### src/hw/rtl/assert_macros.svh
// Concurrent assertion helpers shared by the RTL.
// Synthesis builds see empty bodies.
`ifndef ASSERT_MACROS_SVH
`define ASSERT_MACROS_SVH

`ifndef SYNTHESIS

// Check a property on every rising edge outside reset.
`define ASSERT_CLK_RST(label, clk, rst, prop) \
  label: assert property (@(posedge clk) disable iff (rst) prop) \
    else $error("assertion failed");

// Check a property on every rising edge, reset included.
`define ASSERT_CLK(label, clk, prop) \
  label: assert property (@(posedge clk) prop) \
    else $error("assertion failed");

`else

`define ASSERT_CLK_RST(label, clk, rst, prop)
`define ASSERT_CLK(label, clk, prop)

`endif

`endif

### src/hw/rtl/cwse_pkg.sv
package cwse_pkg;

  localparam int unsigned CRC_W = 32;
  localparam logic [CRC_W-1:0] CRC_POLY  = 32'h04C1_1DB7;
  localparam logic [CRC_W-1:0] CRC_RESET = 32'hFFFF_FFFF;
  localparam logic [CRC_W-1:0] CRC_TOP   = 32'h8000_0000;

  typedef struct packed {
    logic [31:0] data_word;
    logic [2:0]  byte_count;
    logic        first_word;
    logic        last_word;
  } cwse_req_t;

  typedef struct packed {
    logic [31:0] crc_out;
    logic        crc_final;
  } cwse_rsp_t;

  // Column i of the 32-shift CRC matrix: the register after shifting in
  // a lone one at bit i. Evaluated at elaboration only.
  function automatic logic [CRC_W-1:0][CRC_W-1:0] crc_columns();
    logic [CRC_W-1:0][CRC_W-1:0] cols;
    logic [CRC_W-1:0]            c;
    for (int i = 0; i < CRC_W; i++) begin
      c = '0;
      c[i] = 1'b1;
      for (int k = 0; k < CRC_W; k++) begin
        if ((c & CRC_TOP) != '0) begin
          c = (c << 1) ^ CRC_POLY;
        end else begin
          c = c << 1;
        end
      end
      cols[i] = c;
    end
    return cols;
  endfunction

  localparam logic [CRC_W-1:0][CRC_W-1:0] CRC_COLS = crc_columns();

endpackage

### src/hw/rtl/crc32_word_stream_engine_core.sv
// Channel  | Direction | Handshake            | Payload
// request  | in        | in_valid / in_ready  | in_req  (cwse_req_t)
// result   | out       | out_valid / out_ready| out_rsp (cwse_rsp_t)
// config   | in        | cfg_wr_en            | cfg_wr_data (init_value)
//
// One request per cycle sustained while results are taken; an accepted
// request is held in the input register, then its result is loaded into
// the result register when that is free or being emptied.
// The combinational XOR network folding 32 bits into crc_reg sets the rate.
// Synchronous active-high rst clears both stage valids and sets crc_reg and
// init_value to all ones. A stalled result holds in the result register
// while one further request waits in the input register.
`include "assert_macros.svh"

module crc32_word_stream_engine_core
  import cwse_pkg::*;
(
  input  logic        clk,
  input  logic        rst,
  input  logic        in_valid,
  output logic        in_ready,
  input  cwse_req_t   in_req,
  output logic        out_valid,
  input  logic        out_ready,
  output cwse_rsp_t   out_rsp,
  input  logic        cfg_wr_en,
  input  logic [31:0] cfg_wr_data
);

  logic             s1_valid;
  cwse_req_t        s1_req;
  logic [CRC_W-1:0] init_value;
  logic [CRC_W-1:0] crc_reg;
  logic [CRC_W-1:0] crc_next;
  logic [CRC_W-1:0] word_masked;
  logic [CRC_W-1:0] crc_base;
  logic [CRC_W-1:0] fold;
  logic             advance;

  // Move the held request into the result register when that is free
  // or being emptied this cycle.
  assign advance  = s1_valid && (!out_valid || out_ready);
  assign in_ready = !s1_valid || advance;

  // Drop the missing upper bytes of a tail word.
  always_comb begin
    case (s1_req.byte_count)
      3'd1:    word_masked = {24'h0, s1_req.data_word[7:0]};
      3'd2:    word_masked = {16'h0, s1_req.data_word[15:0]};
      3'd3:    word_masked = {8'h0, s1_req.data_word[23:0]};
      default: word_masked = s1_req.data_word;
    endcase
  end

  // Reload from init_value on a first word, then apply the 32-shift
  // matrix: each set bit contributes its precomputed column.
  always_comb begin
    crc_base = s1_req.first_word ? init_value : crc_reg;
    fold     = crc_base ^ word_masked;
    crc_next = '0;
    for (int i = 0; i < CRC_W; i++) begin
      if (fold[i]) begin
        crc_next = crc_next ^ CRC_COLS[i];
      end
    end
  end

  always_ff @(posedge clk) begin
    if (rst) begin
      init_value <= CRC_RESET;
    end else if (cfg_wr_en) begin
      init_value <= cfg_wr_data;
    end
  end

  // Input register.
  always_ff @(posedge clk) begin
    if (rst) begin
      s1_valid <= 1'b0;
    end else if (in_ready) begin
      s1_valid <= in_valid;
    end
  end

  always_ff @(posedge clk) begin
    if (in_ready && in_valid) begin
      s1_req <= in_req;
    end
  end

  // Running CRC advances together with the result register.
  always_ff @(posedge clk) begin
    if (rst) begin
      crc_reg <= CRC_RESET;
    end else if (advance) begin
      crc_reg <= crc_next;
    end
  end

  // Result register.
  always_ff @(posedge clk) begin
    if (rst) begin
      out_valid <= 1'b0;
    end else if (advance) begin
      out_valid <= 1'b1;
    end else if (out_ready) begin
      out_valid <= 1'b0;
    end
  end

  always_ff @(posedge clk) begin
    if (advance) begin
      out_rsp.crc_out   <= crc_next;
      out_rsp.crc_final <= s1_req.last_word;
    end
  end

  `ASSERT_CLK_RST(a_advance_fills_out, clk, rst, advance |=> out_valid)
  `ASSERT_CLK_RST(a_out_matches_state, clk, rst, out_valid |-> out_rsp.crc_out == crc_reg)
  `ASSERT_CLK_RST(a_full_stall_blocks, clk, rst, (s1_valid && out_valid && !out_ready) |-> !in_ready)
  `ASSERT_CLK(a_reset_state, clk, rst |=> (crc_reg == CRC_RESET) && !out_valid && !s1_valid)

endmodule

### config.mk
export PLATFORM = sky130hd
export DESIGN_NAME = crc32_word_stream_engine_core
export DESIGN_NICKNAME = d
export VERILOG_FILES = /design/src/hw/rtl/cwse_pkg.sv /design/src/hw/rtl/crc32_word_stream_engine_core.sv
export VERILOG_INCLUDE_DIRS = /design/src /design/src/hw/rtl
export SDC_FILE = /design/constraint.sdc
export NUM_CORES = 1
export LEC_CHECK = 0
export BUFFER_PORTS_ARGS = -buffer_cell sky130_fd_sc_hd__buf_2
export CORE_UTILIZATION = 59
export DETAILED_ROUTE_END_ITERATION = 16
export GPL_TIMING_DRIVEN = 0
export PLACE_DENSITY = 0.81
export SLEW_MARGIN = 20
export SYNTH_ARGS = -nofsm -noshare
export SYNTH_HDL_FRONTEND = slang
export SYNTH_SLANG_ARGS = --single-unit
export TNS_END_PERCENT = 100
### constraint.sdc
create_clock -name clk -period 3.3 [get_ports clk]
set_clock_uncertainty 0.05 [all_clocks]
set_input_delay 0.825 -clock clk [delete_from_list [all_inputs] [get_ports clk]]
set_output_delay 0.825 -clock clk [all_outputs]
set_load 0.1 [all_outputs]
==> results of run 1 <==
## layout by cell type (no fill, tap or decap), drive strengths merged
master / count
a211o: 7
nor3b: 1
dfxtp: 66
inv: 15
nor2b: 1
a21oi: 18
a211oi: 1
buf: 121
o21bai: 1
xnor3: 48
bufinv: 4
xor2: 63
nand2: 56
mux2i: 76
nand2b: 1
o21ai: 12
clkbuf: 39
a21bo: 11
nor3: 6
and2: 9
nor2: 11
clkinv: 2
o31a: 7
clkinvlp: 2
xor3: 9
or3b: 1
xnor2: 142
or3: 7
edfxtp: 70
## timing repair
item	4_1_cts	5_1_grt
gates resized for setup	8	8
setup buffers	1	6
cloned	0	0
setup endpoints to repair	35	21
pin swaps	3	4
## worst max path at each step
stage	start	endpoint	slack, ns	cells past startpoint
finish	s1_req[3]	crc_reg[21]	-0.008	8
global route	s1_req[4]	out_rsp[5]	-0.05	8
CTS	s1_req[1]	crc_reg[14]	0.007	10
detailed placement	s1_req[4]	out_rsp[5]	-0.47	8
global placement	out_ready	out_rsp[28]	-0.71	6
floorplan	out_valid	s1_req[0]	0.20	3
## cells by family (layout without fill, tap and decap cells)
| group | Yosys count | count (layout) |
|---|---|---|
| flip-flops | 136 | 136 |
| XOR/XNOR | 262 | 262 |
| AO/OA/AOI/OAI | 57 | 57 |
| multiplexers | 76 | 76 |
| buffers and inverters | 36 | 183 |
| AND/OR/NAND/NOR | 93 | 93 |
## per-stage QoR
step	area [sq um]	util, %	hold WS, ns
after global placement	9430	66.9	0.356
after CTS	10200	72.4	0.376
after detailed placement	9490	67.3	0.361
final	10300	73.2	0.374
after floorplan	8670	-	0.350
after global routing	10300	73.2	0.391
## critical path, cell delays in order, from the launching register on
cell and delay (ns):
edfxtp_1 0.52, or3b_1 0.46, clkbuf_2 0.22, nand2_1 0.16
xor2_2 0.30, xnor3_1 0.53, xor2_1 0.34, xnor3_1 0.50
a21oi_1 0.14
## cell type report
cell class / count / area share (%)
clock buffers: 18 / 4.26
plain buffers: 27 / 1.49
well taps: 180 / 2.18
clock inverters: 14 / 2.04
flip-flops and latches: 136 / 33.2
repair buffers: 115 / 6.18
inverters: 9 / 0.327
multi-input cells: 488 / 50.3
## metal layers
layer | vias to the layer above | GRT usage, % | part of all wire, %
met5 | - | 0 | 0
met4 | 0 | 13.0 | 3.2
met3 | 51 | 5.54 | 5.6
met2 | 214 | 54.7 | 49
met1 | 2717 | 42.9 | 42
li1 | 2533 | - | -
==> impl_metrics.yaml, run 1 <==
floorplanning:
  core_area_sq_um: 14100
  io_pins: 109
  start_util_pct: 61.5
  die_w_um: 123
  die-height_um: 123
  row_count: 43
  fp.dieArea_sq_um: 15200
clocking:
  tritoncts.num_buffers: 17
  clkLatencyLatePin_ns: 0.44
  clk_pin_slew_worst_paths_ns: 0.06
  cts-hold-fix-buffers: 0
  cts-root-buf: "clkbuf_16"
  cts_tree: "built"
  h-tree-depth: 4
  cts.sinks: 136
  clk_path_buf_depth: 2
grt:
  grt_antenna_before_repair: 0
  grt_pass1_vias: 5751
  grt_pass1_wl_um: 34400
  gr-usage-all-layers_pct: 32.9
  grt_overflow_total: 0
  grt_max_degree: 27
drt:
  vias: 5515
  drt_iter0_markers: 388
  vias_per_cell: 5.59
  drc: 0
  wirelength_um: 23500
  first_pass_iters: 4
  avgRoutedWirePerCell_um: 23.8
  drtAntennaViolNets: 0
synthesis:
  synthCells: 660
  yosys-top-cells-count: "xnor2_1, edfxtp_1, mux2i_1"
  muxShareOfSynthArea_pct: 9.23
  synth-compound-area-share_pct: 4.63
  synth-seq-cells: 136
  avgSynthCellArea_sq_um: 13.1
  synth_top_family_by_area: "XOR/XNOR gates"
  synth_fa_ha_area_share_pct: 0
  async_flop_share_pct: 0
  synth_ff_type: "edfxtp_1"
  synth_top_cell_by_area: "edfxtp_1"
  synth_cell_types: 40
  synth.area.top_cells: "edfxtp_1, dfxtp_1, xnor3_1"
  yosys_warnings: 0
  yosysMostFrequentCell: "xnor2_1"
  synth_nets: 734
  synth-edff-count: 70
  ys_seq_area_share_pct: 39.5
  netlist_area_sq_um: 8670
  yosysTopAreaCellShare_pct: 24.2
  synth-simple-area-share_pct: 4.73
  synth_xor_area_share_pct: 39.8
run_status:
  violations: "negative setup slack"
  status: "finished, violations left"
timing:
  slew_viol_final: 0
  worst_slack_ns: -0.00824
  worstMarginPinSlew_ns: 0.908
  fin_setup_tns_ns: -0.00824
  final-hold-violation-count: 0
  fin_crit_ns: 3.31
  finalSetupViolations: 1
  slew_headroom_pct: 39.5
  period_share_pct: 100
  rsz0062_at_grt: "true"
  max_freq_mhz: 302
setup_path:
  crit_fanout: 8
  worstSetupEndpointType: "flop"
  cp_data_arrival_time_ns: 3.62
  start_kind: "flop"
  reg2reg_slack_ns: -0.008
  cp_data_required_time_ns: 3.61
  worstSetupPathType: "flop to flop"
  rr_worst_depth: 8
  r2r_start: "s1_req[3]"
  timing.rr.end: "crc_reg[21]"
job:
  drv_cap: 0
cells_and_area:
  final_nets: 868
  num-fill-cells: 973
  largest_reg_flops: 37
  top_regs: "s1_req: 37 flops, out_rsp: 33 flops"
  diodes: 0
  syn_to_final_growth_pct: 19.0
  stdcell_count: 987
  ff_latch_area_sq_um: 3420
  layout-drive-gt1-share_pct: 26.6
  largest_register: "s1_req"
  multi_input_area_sq_um: 5190
worst_hold_path:
  hp-start: "s1_req[0]"
  holdPathEnd: "out_rsp[0]"
  hold_depth: 0
  worstHoldPathType: "flop to flop"
place:
  io_buffers: 106
  place_inst: 948
  dp_hpwl_um: 17700
  routabilityCongestion: 0.924
  post-place-ws_ns: -0.474
Power of run 1 is left out: the tool's default activity adds up to more than one toggle a clock period on the data nets, which glitch-free logic cannot reach.
==> run 2: changes to the inputs <==
--- a/config.mk
+++ b/config.mk
@@ -6,11 +6,12 @@
 export SDC_FILE = /design/constraint.sdc
 export NUM_CORES = 1
 export LEC_CHECK = 0
+export ABC_AREA = 1
 export BUFFER_PORTS_ARGS = -buffer_cell sky130_fd_sc_hd__buf_2
-export CORE_UTILIZATION = 59
+export CORE_UTILIZATION = 55
 export DETAILED_ROUTE_END_ITERATION = 16
 export GPL_TIMING_DRIVEN = 0
-export PLACE_DENSITY = 0.81
+export PLACE_DENSITY = 0.78
 export SLEW_MARGIN = 20
 export SYNTH_ARGS = -nofsm -noshare
 export SYNTH_HDL_FRONTEND = slang
==> constraint.sdc (replaced) <==
create_clock -name clk -period 2.77 [get_ports clk]
set_clock_uncertainty 0.05 [all_clocks]
set_input_delay 0.6925 -clock clk [delete_from_list [all_inputs] [get_ports clk]]
set_output_delay 0.6925 -clock clk [all_outputs]
set_load 0.1 [all_outputs]
==> impl_metrics.yaml, run 2 <==
cells_and_area:
  top_regs: "s1_req: 37 flops, out_rsp: 33 flops"
  layout-drive-gt1-share_pct: 15.7
  final_area_sq_um: 12600
  layout_commonest_cell: "nand2_1"
  largest_register: "s1_req"
  num-fill-cells: 1721
  final_nets: 1984
  syn_to_final_growth_pct: 18.0
  layout_common_cells: "nand2_1, nand3_1, inv_1"
  diodes: 0
  largest_reg_flops: 37
job:
  drv_cap: 0
clocking:
  h-tree-depth: 4
  cts.sinks: 136
  cts-root-buf: "clkbuf_16"
  cts-hold-fix-buffers: 0
  tritoncts.num_buffers: 17
  clk_path_buf_depth: 2
  clkLatencyLatePin_ns: 0.44
  cts_tree: "built"
  clk_pin_slew_worst_paths_ns: 0.07
timing:
  finalSetupViolations: 0
  final-hold-violation-count: 0
  worst_hold_slack_ns: 0.370
  fin_crit_ns: 2.73
  worstMarginPinSlew_ns: 1.12
  max_freq_mhz: 367
  slew_headroom_pct: 25.1
  period_share_pct: 98.4
  slew_viol_final: 0
drt:
  drt_iter0_markers: 1537
  vias_per_cell: 5.72
  wirelength_um: 42500
  drtAntennaViolNets: 0
  drc: 0
  first_pass_iters: 10
  avgRoutedWirePerCell_um: 19.4
  vias: 12500
worst_hold_path:
  holdPathEnd: "out_rsp[0]"
  worstHoldPathType: "flop to flop"
  hp-start: "s1_req[0]"
  hold_depth: 0
synthesis:
  synth_nets: 1841
  yosys_warnings: 0
  synth-seq-cells: 136
  yosysTopAreaCellShare_pct: 32.0
  avgSynthCellArea_sq_um: 6.06
  synthCells: 1767
  async_flop_share_pct: 0
  synth_ff_type: "edfxtp_1"
  synth-edff-count: 70
  yosys-top-cells-count: "nand2_1, nand3_1, inv_1"
  synth.area.top_cells: "nand2_1, edfxtp_1, dfxtp_1"
  ys_seq_area_share_pct: 32.0
  synth_cell_types: 29
  yosysMostFrequentCell: "nand2_1"
  synth_top_cell_by_area: "nand2_1"
  netlist_area_sq_um: 10700
place:
  dpl_cell_area_sq_um: 11600
  routabilityCongestion: 1.08
  dp_hpwl_um: 31000
  io_buffers: 106
power:
  ir_worst_vdd_v: 0.000509
  pwr-share-comb_pct: 51.2
  seqPwrFrac_pct: 25.7
  switchingPower_w: 0.00479
  p_leak_nw: 6.83
  p_per_area_nw_per_um2: 782
  clkPwrFrac_pct: 23.1
  swShare_pct: 48.5
  p_int_w: 0.00508
setup_path:
  timing.rr.end: "out_rsp[28]"
  r2r_start: "s1_req[1]"
  path_cells: "clkbuf_4, o21ai_2, inv_1, nand2_1, nand2_2, nand2_1, nand2_1, xnor2_2, nand3_1, nand2_1, nand2_1, and2_1"
  crit_fanout: 9
  rr_worst_depth: 12
  slowest_delay_ns: 0.47
  crit_path_frequent_cell: "nand2_1"
  crit_buf_inv: 2
  worstSetupPathType: "flop to flop"
  worstSetupEndpointType: "flop"
  cpLargestDelayFamily: "simple AND/OR/NAND/NOR gates"
  cp_data_arrival_time_ns: 2.88
  cp_slowest_cell: "edfxtp_1"
  start_kind: "flop"
  cp_data_required_time_ns: 2.92
  reg2reg_slack_ns: 0.04
floorplanning:
  start_util_pct: 56.7
  io_pins: 109
  core_area_sq_um: 18900
  die_w_um: 142
  die-height_um: 142
  row_count: 50
  fp.dieArea_sq_um: 20000
grt:
  grt_pass1_vias: 10800
  gr-usage-all-layers_pct: 42.4
  grt_max_degree: 43
  grt_antenna_before_repair: 0
  grt_overflow_total: 0
  grt_pass1_wl_um: 61700
run_status:
  status: "complete, no violations"
run 2: changes by cell type in the layout (fill, tap and decap cells not counted), moves of 36 or more:
cell | previous run | this run
mux2i_1 | 67 | 0
nand2_2 | 0 | 40
nand2_4 | 0 | 36
nand2_1 | 56 | 890
inv_1 | 9 | 149
nand3_1 | 0 | 234
a21oi_1 | 18 | 58
xnor2_1 | 108 | 23
xnor3_1 | 47 | 0
run 2: area by class of cell:
class	instances	area, sq um	area share, %
inverter	167	632	5.00
sequential	136	3420	27.1
buffer	43	293	2.32
multi-input combinational	1421	6720	53.1
tap	260	325	2.57
timing repair buffer	124	678	5.37
clock buffer	18	429	3.40
clock inverter	14	139	1.10
run 2: through the flow:
stage / power, W / setup slack, ns / utilization [%] / cells / setup TNS [ns]
2_1_floorplan: 0.00605 / 0.184 / - / 1767 / 0
3_3_place_gp: 0.00718 / -0.183 / 61.3 / 2133 / -1.07
3_5_place_dp: 0.00727 / -0.186 / 61.3 / 2133 / -1.86
4_1_cts: 0.00955 / 0.000786 / 64.6 / 2165 / 0
5_1_grt: 0.0104 / -0.0533 / 66.9 / 2183 / -0.213
6_report: 0.00987 / 0.0447 / 66.9 / 2183 / 0
run 2: metal layers:
| layer | track usage [%] | share of wire (%) | vias to the layer above |
|---|---|---|---|
| met1 | 53.3 | 38 | 5575 |
| met3 | 10.9 | 13 | 183 |
| li1 | - | - | 5883 |
| met4 | 26.8 | 6.8 | 2 |
| met2 | 64.5 | 42 | 840 |
| met5 | 3.26 | 0.20 | - |
run 2: logic make-up after synthesis:
group / synth area share (%)
simple gates: 48.9
flops: 32.0
compound gates: 5.34
buf+inv: 8.43
xor+xnor: 5.34
run 2: what timing repair did:
action,in CTS,in global routing
endpoints found under the setup margin,19,54
cloned,0,1
resized for setup,14,72
buffers inserted,0,17
pin swaps,1,7
run 2: worst max path at each step:
| stage | from | to | slack, ns | cells past startpoint |
|---|---|---|---|---|
| finish | s1_req[1] | out_rsp[28] | 0.04 | 12 |
| CTS | s1_req[2] | crc_reg[17] | 0.0008 | 15 |
| floorplan | out_valid | s1_req[0] | 0.18 | 3 |
| global placement | s1_req[3] | out_rsp[23] | -0.18 | 13 |
| global route | s1_req[1] | out_rsp[23] | -0.05 | 15 |
| detailed placement | s1_req[3] | out_rsp[21] | -0.19 | 11 |
run 2: power groups by stage:
| stage | sequential, W | combinational [W] | clock, W |
|---|---|---|---|
| detailed placement | 0.00257 | 0.00470 | 0 |
| global route | 0.00256 | 0.00545 | 0.00235 |
| finish | 0.00254 | 0.00505 | 0.00228 |
| global placement | 0.00257 | 0.00462 | 0 |
| CTS | 0.00253 | 0.00475 | 0.00227 |
| floorplan | 0.00323 | 0.00283 | 0 |
Power figures use the tool's default switching activity.
